`config.mk`:
```
export PLATFORM = sky130hd
export DESIGN_NAME = modular_exponentiation_flat
export DESIGN_NICKNAME = d
export VERILOG_FILES = /design/src/hdl/modexp_pkg.sv /design/src/hdl/modexp_if.sv /design/src/hdl/modular_exponentiation.sv /design/src/hdl/modexp_mulmod.sv /design/src/flat_wrapper.sv
export SDC_FILE = /design/constraint.sdc
export NUM_CORES = 2
export LEC_CHECK = 0
export ABC_AREA = 1
export BUFFER_PORTS_ARGS = -buffer_cell sky130_fd_sc_hd__buf_4
export CELL_PAD_IN_SITES_DETAIL_PLACEMENT = 0
export CELL_PAD_IN_SITES_GLOBAL_PLACEMENT = 1
export CORE_MARGIN = 4
export CORE_UTILIZATION = 24
export DETAILED_ROUTE_END_ITERATION = 7
export PLACE_DENSITY = 0.45
export SLEW_MARGIN = 5
export SYNTH_ARGS = -nofsm -noshare
export SYNTH_HDL_FRONTEND = slang
export SYNTH_SLANG_ARGS = --single-unit
```
`constraint.sdc`:
```
create_clock -name clk -period 8.7 [get_ports clk]
set_clock_uncertainty 0.2 [all_clocks]
set_input_delay 1.74 -clock clk [delete_from_list [all_inputs] [get_ports clk]]
set_output_delay 1.74 -clock clk [all_outputs]
set_load 0.005 [all_outputs]
```
`src/hdl/modexp_pkg.sv`:
```
// ----------------------------------------------------------------------------
// Modular exponentiation package
// Operation codes for the exponentiation sequencer.
// ----------------------------------------------------------------------------
package modexp_pkg;

  // Operation requested from the shared modular multiplier.
  typedef enum logic [1:0] {
    OP_REDUCE,
    OP_MULTIPLY,
    OP_SQUARE
  } mm_op_t;

endpackage

```
`src/hdl/modexp_if.sv`:
```
// ----------------------------------------------------------------------------
// Modular exponentiation channels
// Valid/ready channels for operand items and result items.
// ----------------------------------------------------------------------------
interface modexp_in_if #(parameter int WORD_WIDTH = 64);
  logic                  valid;
  logic                  ready;
  logic [WORD_WIDTH-1:0] base_value;
  logic [WORD_WIDTH-1:0] exponent;
  logic [WORD_WIDTH-1:0] modulus;
  modport source (output valid, base_value, exponent, modulus, input ready);
  modport sink (input valid, base_value, exponent, modulus, output ready);
endinterface

interface modexp_out_if #(parameter int WORD_WIDTH = 64);
  logic                  valid;
  logic                  ready;
  logic [WORD_WIDTH-1:0] power_residue;
  modport source (output valid, power_residue, input ready);
  modport sink (input valid, power_residue, output ready);
endinterface

```
`src/hdl/modular_exponentiation.sv`:
```
// ----------------------------------------------------------------------------
// Modular exponentiation
// Right-to-left square-and-multiply over a shared shift-and-add multiplier.
// ----------------------------------------------------------------------------
// All modular products run in the shared unit. The base reduction is one
// product (base * 1), then each exponent bit takes a multiply when set and a
// square before the next bit: at most 2*WORD_WIDTH products. Special moduli
// and a zero exponent bypass the multiplier and go straight to the result.
// One item at a time: a new item is taken the cycle after the result leaves.
// Reset (synchronous, active low) returns the sequencer to idle, no result held.
module modular_exponentiation #(
  parameter int WORD_WIDTH = 64
) (
  input logic clk,
  input logic rst_n,
  modexp_in_if.sink   in_ch,
  modexp_out_if.source out_ch
);
  import modexp_pkg::*;

  localparam logic [2:0] S_IDLE = 3'd0;
  localparam logic [2:0] S_RED  = 3'd1;
  localparam logic [2:0] S_MUL  = 3'd2;
  localparam logic [2:0] S_SQR  = 3'd3;
  localparam logic [2:0] S_WAIT = 3'd4;
  localparam logic [2:0] S_OUT  = 3'd5;

  logic [2:0]            state_r;
  mm_op_t                op_r;
  logic [WORD_WIDTH-1:0] base_r, exp_r, mod_r, res_r;
  logic                  mm_start, mm_done;
  logic [WORD_WIDTH-1:0] mm_a, mm_b, mm_p;
  logic [WORD_WIDTH-1:0] one_w;

  assign one_w = WORD_WIDTH'(1);

  // Reduction of the base uses base * 1 with the raw base as multiplier;
  // shift-and-add only adds a once doubling is reduced, so a >= m is handled
  // by first taking it modulo through the multiplier bit path instead.
  always_comb begin
    mm_a = res_r;
    mm_b = base_r;
    if (op_r == OP_REDUCE) begin
      mm_a = one_w;
      mm_b = base_r;
    end else if (op_r == OP_SQUARE) begin
      mm_a = base_r;
    end
  end

  assign mm_start = state_r inside {S_RED, S_MUL, S_SQR};

  modexp_mulmod #(.WORD_WIDTH(WORD_WIDTH)) u_mulmod (
    .clk, .rst_n, .start(mm_start), .a(mm_a), .b(mm_b), .m(mod_r),
    .done(mm_done), .product(mm_p)
  );

  assign in_ch.ready      = (state_r == S_IDLE);
  assign out_ch.valid     = (state_r == S_OUT);
  assign out_ch.power_residue = res_r;

  always_ff @(posedge clk) begin
    if (!rst_n) begin
      state_r <= S_IDLE;
      op_r    <= OP_REDUCE;
    end else begin
      case (state_r)
        S_IDLE: begin
          if (in_ch.valid) begin
            base_r <= in_ch.base_value;
            exp_r  <= in_ch.exponent;
            mod_r  <= in_ch.modulus;
            if (in_ch.modulus < WORD_WIDTH'(2)) begin
              res_r   <= '0;
              state_r <= S_OUT;
            end else if (in_ch.exponent == '0) begin
              res_r   <= one_w;
              state_r <= S_OUT;
            end else begin
              res_r   <= one_w;
              op_r    <= OP_REDUCE;
              state_r <= S_RED;
            end
          end
        end
        S_RED, S_MUL, S_SQR: state_r <= S_WAIT;
        S_WAIT: begin
          if (mm_done) begin
            case (op_r)
              OP_REDUCE: begin
                base_r <= mm_p;
                if (exp_r[0]) begin
                  op_r <= OP_MULTIPLY; state_r <= S_MUL;
                end else begin
                  exp_r <= exp_r >> 1;
                  op_r <= OP_SQUARE; state_r <= S_SQR;
                end
              end
              OP_MULTIPLY: begin
                res_r <= mm_p;
                exp_r <= exp_r >> 1;
                if ((exp_r >> 1) == '0) state_r <= S_OUT;
                else begin
                  op_r <= OP_SQUARE; state_r <= S_SQR;
                end
              end
              default: begin
                base_r <= mm_p;
                if (exp_r[0]) begin
                  op_r <= OP_MULTIPLY; state_r <= S_MUL;
                end else begin
                  exp_r <= exp_r >> 1;
                  state_r <= S_SQR;
                end
              end
            endcase
          end
        end
        S_OUT: if (out_ch.ready) state_r <= S_IDLE;
        default: state_r <= S_IDLE;
      endcase
    end
  end

  a_out_below_mod: assert property (@(posedge clk) disable iff (!rst_n)
    (state_r == S_OUT && mod_r > 1) |-> (res_r < mod_r))
    else $error("result outside residue range");
  a_out_holds: assert property (@(posedge clk) disable iff (!rst_n)
    (state_r == S_OUT && !out_ch.ready) |=> (state_r == S_OUT && $stable(res_r)))
    else $error("result dropped while stalled");
  a_square_nonzero_exp: assert property (@(posedge clk) disable iff (!rst_n)
    (state_r == S_SQR) |-> (exp_r != '0)) else $error("square after last bit");
endmodule

```
`src/hdl/modexp_mulmod.sv`:
```
// ----------------------------------------------------------------------------
// Shift-and-add modular multiplier
// Forms (a * b) mod m one multiplier bit per cycle with modular doubling.
// ----------------------------------------------------------------------------
module modexp_mulmod #(
  parameter int WORD_WIDTH = 64
) (
  input  logic                  clk,
  input  logic                  rst_n,
  input  logic                  start,
  input  logic [WORD_WIDTH-1:0] a,
  input  logic [WORD_WIDTH-1:0] b,
  input  logic [WORD_WIDTH-1:0] m,
  output logic                  done,
  output logic [WORD_WIDTH-1:0] product
);
  localparam int CW = $clog2(WORD_WIDTH);

  logic                  busy_r;
  logic [CW-1:0]         cnt_r;
  logic [WORD_WIDTH-1:0] acc_r, acc_nxt, a_r, b_r, m_r;
  logic [WORD_WIDTH-1:0] dbl;
  logic                  done_r;

  // (x + y) mod m for x, y < m without leaving the word width.
  function automatic logic [WORD_WIDTH-1:0] add_mod(
    input logic [WORD_WIDTH-1:0] x, y, md);
    logic [WORD_WIDTH-1:0] gap;
    gap = md - y;
    if (x >= gap) add_mod = x - gap;
    else add_mod = x + y;
  endfunction

  always_comb begin
    dbl = add_mod(acc_r, acc_r, m_r);
    acc_nxt = b_r[WORD_WIDTH-1] ? add_mod(dbl, a_r, m_r) : dbl;
  end

  always_ff @(posedge clk) begin
    if (!rst_n) begin
      busy_r <= 1'b0;
      done_r <= 1'b0;
      cnt_r  <= '0;
    end else begin
      done_r <= 1'b0;
      if (start && !busy_r) begin
        busy_r <= 1'b1;
        cnt_r  <= CW'(WORD_WIDTH - 1);
      end else if (busy_r) begin
        if (cnt_r == '0) begin
          busy_r <= 1'b0;
          done_r <= 1'b1;
        end
        cnt_r <= cnt_r - 1'b1;
      end
    end
  end

  always_ff @(posedge clk) begin
    if (start && !busy_r) begin
      acc_r <= '0;
      a_r   <= a;
      b_r   <= b;
      m_r   <= m;
    end else if (busy_r) begin
      acc_r <= acc_nxt;
      b_r   <= b_r << 1;
    end
  end

  assign done    = done_r;
  assign product = acc_r;

  a_done_after_busy: assert property (@(posedge clk) disable iff (!rst_n)
    done_r |-> $past(busy_r)) else $error("done without a running product");
  a_acc_below_mod: assert property (@(posedge clk) disable iff (!rst_n)
    (busy_r && m_r > 1 && a_r < m_r) |=> (acc_r < m_r))
    else $error("accumulator left the residue range");
  a_no_restart: assert property (@(posedge clk) disable iff (!rst_n)
    (busy_r && cnt_r != '0) |=> busy_r) else $error("product ended early");
endmodule
```
`src/flat_wrapper.sv`:
```
// flat-port wrapper written by rule: the top's interface ports become plain ports
module modular_exponentiation_flat import modexp_pkg::*;
#(
  parameter int WORD_WIDTH = 64
)
  (clk, rst_n, in_ch_valid, in_ch_base_value, in_ch_exponent, in_ch_modulus, in_ch_ready, out_ch_valid, out_ch_power_residue, out_ch_ready);
  modexp_in_if #(.WORD_WIDTH(WORD_WIDTH)) in_ch_i ();
  modexp_out_if #(.WORD_WIDTH(WORD_WIDTH)) out_ch_i ();
  input logic clk;
  input logic rst_n;
  input wire logic [$bits(in_ch_i.valid)-1:0] in_ch_valid;
  input wire logic [$bits(in_ch_i.base_value)-1:0] in_ch_base_value;
  input wire logic [$bits(in_ch_i.exponent)-1:0] in_ch_exponent;
  input wire logic [$bits(in_ch_i.modulus)-1:0] in_ch_modulus;
  output wire logic [$bits(in_ch_i.ready)-1:0] in_ch_ready;
  output wire logic [$bits(out_ch_i.valid)-1:0] out_ch_valid;
  output wire logic [$bits(out_ch_i.power_residue)-1:0] out_ch_power_residue;
  input wire logic [$bits(out_ch_i.ready)-1:0] out_ch_ready;
  assign in_ch_i.valid = in_ch_valid;
  assign in_ch_i.base_value = in_ch_base_value;
  assign in_ch_i.exponent = in_ch_exponent;
  assign in_ch_i.modulus = in_ch_modulus;
  assign in_ch_ready = in_ch_i.ready;
  assign out_ch_valid = out_ch_i.valid;
  assign out_ch_power_residue = out_ch_i.power_residue;
  assign out_ch_i.ready = out_ch_ready;
  modular_exponentiation #(.WORD_WIDTH(WORD_WIDTH)) u_core (.clk(clk), .rst_n(rst_n), .in_ch(in_ch_i), .out_ch(out_ch_i));
endmodule
```
# --- After elaboration in Yosys (flattened, before gate mapping) ---
# Index checks and enable logic that the tools add are counted.
totals:
  wordCells: 106
  romBits: 0
  output_inout_bits: 66
  ramBits: 0
  regBits: 525
  latch_bits: 0
  input_bits: 196
  mem_count: 0
classes:
  div_mod_pow: 0
  n_shift: 0
  mul: 0
  n_reduce_logical: 19
  n_lt_le_gt_ge: 3
  bitwise_logic: 2
  n_eq_ne: 17
  n_mux: 44
  addsub: 7
op_table:
  columns: ["op", "count"]
  rows:
  - ["2-to-1 mux 64 bit", 16]
  - ["one-hot mux 64 bit (2 select lines)", 3]
  - ["subtractor 64 bit", 4]
  - ["adder 64 bit", 2]
  - [">= comparator 64 bit", 2]
  - ["logical NOT 64 bit", 2]
  - ["< comparator 64 x 2 -> 1 bit (second input constant)", 1]
  - ["2-to-1 mux 3 bit", 7]
  - ["AND reduction 5 bit", 3]
  - ["2-to-1 mux 2 bit", 7]
  - ["2-to-1 mux 6 bit", 2]
  - ["one-hot mux 3 bit (4 select lines)", 1]
  - ["!= test 2 bit (second input constant)", 5]
  - ["one-hot mux 2 bit (2 select lines)", 2]
  - ["AND reduction 7 bit", 1]
  - ["equality test 3 x 2 -> 1 bit (second input constant)", 2]
  - ["equality test 3 bit (second input constant)", 2]
  - ["logical NOT 6 bit", 1]
  - ["2-to-1 mux 1 bit", 6]
  - ["!= test 3 bit (second input constant)", 2]
  - ["AND reduction 3 bit", 2]
  - ["OR reduction 3 bit", 2]
  - ["subtractor 6 x 1 -> 6 bit (second input constant)", 1]
  - ["!= test 2 x 1 -> 1 bit (second input constant)", 2]
  - ["other kinds (12)", 14]

# --- Longest topological paths before layout ---
logic_depth:
  ltp_word: 6
  ltp_mapped: 54
  ltp_nobuf: 52

# --- Cells and area by module ---
# From an unflattened synthesis, not the netlist that was laid out.
hier_totals:
  cells_unflattened: 6567
  area_unflattened_um2: 44996.9
modules_own_cells:
  columns: ["module", "seq_area_each_um2", "n_inst", "area_per_inst_um2", "cells_each"]
  rows:
  - ["modexp_mulmod", 7206.9, 1, 33450.8, 5434]
  - ["modular_exponentiation", 7787.5, 1, 11546.1, 1133]

# --- Worst setup path before layout ---
# OpenSTA, ideal clock, no wires.
synth_timing:
  path_type: "register to register"
  start: "register u_core.u_mulmod.acc_r[1], in the netlist u_core.u_mulmod.product[1]"
  end: "register u_core.u_mulmod.acc_r[5], in the netlist u_core.u_mulmod.product[5]"
  n_path_buf: 6
  arrival_time_ns: 7.403
  path_slack_ns: 0.873
  path_stages_with_launch: 50
  synth_period_minus_slack_ns: 7.827
  path_cell_list: "dfxtp_1 -> inv_1 -> ha_1 -> nand3b_1 -> nand2_1 -> a21oi_1 -> o21ai_0 -> a21oi_1 -> o21ai_0 -> a21boi_0 -> o21ai_0 -> a21oi_1 -> o21ai_0 -> a21oi_1 -> o21ai_0 -> nand2_1 -> nand2_1 -> a21oi_1 -> [... 14 more ...] -> clkbuf_1 -> nand2_1 -> o21ai_0 -> inv_1 -> ha_1 -> a21oi_1 -> o21a_1 -> inv_1 -> nor2_1 -> nand2_1 -> a211oi_1 -> nand2_4 -> buf_8 -> buf_6 -> nand2_1 -> nand2_1 -> nor2_1 -> o22ai_1"
synth_between:
  elab_chain_len: 6
synth_rtl:
  columns: ["element", "line_no", "rtl"]
  rows:
  - ["start: declaration", "modexp_mulmod.sv:21", "logic [WORD_WIDTH-1:0] acc_r, acc_nxt, a_r, b_r, m_r;"]
  - ["start signal: assignment", "modexp_mulmod.sv:66", "acc_r <= acc_nxt;"]
  - ["subtractor 64 bit", "modexp_mulmod.sv:29", "gap = md - y;"]
  - ["subtractor 64 bit / >= comparator 64 bit (equally long branches)", "modexp_mulmod.sv:30", "if (x >= gap) add_mod = x - gap;"]
  - ["2-to-1 mux 64 bit (*)", "modexp_mulmod.sv:30", null]
  - ["adder 64 bit (tied with other cells)", "modexp_mulmod.sv:31", "else add_mod = x + y;"]
  - ["2-to-1 mux 64 bit", "modexp_mulmod.sv:30", null]
  - ["2-to-1 mux 64 bit (*)", "modexp_mulmod.sv:36", "acc_nxt = b_r[WORD_WIDTH-1] ? add_mod(dbl, a_r, m_r) : dbl;"]
# Mark *: on every way between the ends. The rest lies on a longest branch, timed or not.
# A chain may end at the register's enable or synchronous reset.

# --- Worst setup path after layout ---
layout_timing:
  start: "register u_core.u_mulmod.m_r[2]"
  end: "register u_core.u_mulmod.acc_r[11], in the netlist u_core.u_mulmod.product[11]"
layout_between:
  elab_chain_len: 6
layout_rtl:
  columns: ["element", "line_no", "rtl"]
  rows:
  - ["start: declaration", "modexp_mulmod.sv:21", null]
  - ["start signal: assignment", "modexp_mulmod.sv:64", "m_r <= m;"]
  - ["subtractor 64 bit", "modexp_mulmod.sv:29", null]
  - ["subtractor 64 bit / >= comparator 64 bit (equally long branches)", "modexp_mulmod.sv:30", null]
  - ["2-to-1 mux 64 bit", "modexp_mulmod.sv:30", null]
  - ["adder 64 bit (tied with other cells)", "modexp_mulmod.sv:31", null]
  - ["2-to-1 mux 64 bit", "modexp_mulmod.sv:30", null]
  - ["2-to-1 mux 64 bit (*)", "modexp_mulmod.sv:36", null]
# Marked as above.

==> impl_metrics.yaml <==
yosys:
  synth_cell_types: 67
  ys_seq_elements: 525
  postSynthAreaPerCell_um2: 7.07
  synth_area_leaders: "edfxtp_1 31%, nand2_1 14%, ha_1 8.6%"
  ys_seq_area_share_pct: 34.3
  syn_area_um2: 43800
  async_flop_share_pct: 0
  synth_edf_count: 448
  synth_cells: 6187
  syn_nets: 6686
  yosys_warnings: 0
  ys.flop_type: "edfxtp_1"
  yosysTopAreaCellShare_pct: 30.7
  yosysTopAreaCell: "edfxtp_1"
die:
  initial_core_util_pct: 24.2
  die-area_um2: 189000
  die_h_um: 435
  core_um2: 181000
  num_io_pins: 262
  row_count: 156
  die_w_um: 435
setup_path:
  cp-end-kind: "flip-flop"
  crit_fanout: 14
  required_ns: 9.11
  critPathSlowestCell: "ha_1"
  slowest_delay_ns: 0.45
  cpMostUsedCell: "buf_4"
  path_class: "flip-flop to flip-flop"
  crit_arrival_ns: 8.81
  crit_path_start_kind: "flip-flop"
detailed_routing:
  via_per_inst: 4.73
  ant_nets: 0
  drc: 0
  wl_um: 242000
  drt-initial-drc-count: 3565
  wl_per_cell_um: 24.2
  vias: 47308
  dr.pass1.iters: 6
sta:
  fin_crit_ns: 8.40
  worst_pin_slew_ns: 1.08
  fin_ws_ns: 0.297
  fmax_mhz: 119
  min_period_over_period_pct: 96.6
  finalHoldViolCount: 0
  finalSetupViolations: 0
  relSlewSlack_pct: 28.0
  slew_viol_final: 0
global_routing:
  antenna_found_initial: 11
  grt_pass1_vias: 46528
  grt_pass1_wl_um: 336000
  grt.total_usage_pct: 24.6
  grt_max_degree: 90
  grt-ovfl-total: 0
finish:
  fin_util_pct: 33.2
  fin_nets: 8069
  final_layout_size_suffix_gt1_share_pct: 23.9
  final_common_cell: "nand2_1"
  layout_common_cells: "1567 x nand2_1, 1412 x buf_4, 944 x inv_1"
  area_growth_pct: 37.5
place:
  hpwl_um: 207000
  dp_slack_ns: -0.900
  io_buffers: 261
  place_congestion: 0.966
min_path:
  min_path_type: "flip-flop to flip-flop"
clock_network:
  cts_buffer_depth: 3
  ctsHoldBuffers: 0
  cts.sinks: 525
  cts_tree: "yes"
  cts_max_level: 3
  path_clk_slew_ns: 0.06
  insertion_delay_ns: 0.69
  root_buffer: "clkbuf_16"
  numCtsBuffers: 69
flow_run:
  drv_cap: 0
status:
  run_status: "finished, final reports clean"
## Yosys cell counts, types with 5 or more instances
cell type,count
nand2_2,30
or2_2,5
nand2_1,1586
o221ai_1,7
clkbuf_1,79
o21ai_1,23
nand3_1,251
a21oi_1,503
nand3_2,27
o21bai_1,20
nor2_1,609
xnor2_1,84
a21boi_1,5
nor4_1,50
a22o_1,11
inv_2,9
inv_1,948
o22ai_1,17
o21a_1,40
a21o_1,24
nand4_1,45
o31ai_1,7
nor2_4,5
a31oi_1,64
o211ai_1,7
a21boi_0,13
buf_1,11
nand3b_1,31
nor3_1,60
edfxtp_1,448
xor2_1,147
o21ai_0,521
buf_2,10
a2111oi_0,5
a21oi_2,13
dfxtp_1,77
a211oi_1,15
o2111ai_1,5
nand2_4,6
buf_4,10
ha_1,300
## through the flow
stage          hold WS, ns  instances  area (um2)  TNS, ns
6_report             0.194      10000       60200        0
2_1_floorplan        0.200       6187       43800        0
5_1_grt              0.207       9999       60200  -0.0777
3_3_place_gp         0.203       9860       57100   -44.37
4_1_cts              0.190       9986       59600        0
3_5_place_dp         0.205       9860       57100   -41.39
## worst max-delay path: cells and delay by family (launching register included)
| kind | cells | cell delay, ns |
|---|---|---|
| buf+inv | 13 | 1.91 |
| fa+ha+maj | 3 | 1.03 |
| simple gates | 13 | 1.29 |
| xor+xnor | 1 | 0.19 |
| compound gates | 20 | 3.23 |
| flops | 1 | 0.44 |
## cell families after synthesis
family / Yosys count / synth area share, %
xor+xnor: 231 / 4.62
simple gates: 2727 / 26.1
buf+inv: 1081 / 9.64
fa+ha+maj: 303 / 8.71
flops: 525 / 34.3
compound gates: 1320 / 16.7
## sequential cells by signal, summed over array words and instances (netlist names)
| name | count |
|---|---|
| u_core.base_r | 64 |
| u_core.exp_r | 64 |
| u_core.mod_r | 64 |
| u_core.op_r | 2 |
| u_core.out_ch.power_residue | 64 |
| u_core.state_r | 3 |
| u_core.u_mulmod.a_r | 64 |
| u_core.u_mulmod.b_r | 64 |
| u_core.u_mulmod.busy_r | 1 |
| u_core.u_mulmod.cnt_r | 6 |
| u_core.u_mulmod.done | 1 |
| u_core.u_mulmod.m_r | 64 |
| u_core.u_mulmod.product | 64 |
## area by class of cell
cell class	instances	area, um2
fillers	19973	121000
multi-input cells	4581	25300
flip-flops and latches	525	15000
repair buffers	1435	11100
inverters	958	3610
well taps	2370	2970
clock buffers	82	1780
clock inverters	43	475
diodes	6	15.0
## per-layer routing
layer / wire length (um) / global-route usage, % / vias to the layer above
met3: 11200 / 2.32 / 189
met2: 97900 / 35.6 / 1165
met5: 0 / 0 / -
met4: 5560 / 5.79 / 0
met1: 127000 / 38.7 / 22590
li1: - / - / 23364
## path summary, 6_finish.rpt
check | start | endpoint | slack, ns | depth (start not counted)
max | u_core.u_mulmod.m_r[2]$_DFFE_PP_ | u_core.u_mulmod.product[11]$_SDFFE_PP0P_ | 0.30 | 50
min | u_core.mod_r[23]$_DFFE_PP_ | u_core.u_mulmod.m_r[23]$_DFFE_PP_ | 0.19 | 0
max reg2reg | u_core.u_mulmod.m_r[2]$_DFFE_PP_ | u_core.u_mulmod.product[11]$_SDFFE_PP0P_ | 0.30 | 50
min reg2reg | u_core.mod_r[23]$_DFFE_PP_ | u_core.u_mulmod.m_r[23]$_DFFE_PP_ | 0.19 | 0
## what timing repair did
action                                  CTS  global route
gates resized for setup                  64           167
pin swaps                                 1            19
hold endpoints to repair                  0             0
buffers inserted                          1             6
endpoints found under the setup margin   64            64
cloned                                    0             2
Power is not shown: default switching activity piles up to over one toggle a cycle in this logic, so the estimate is an artifact.
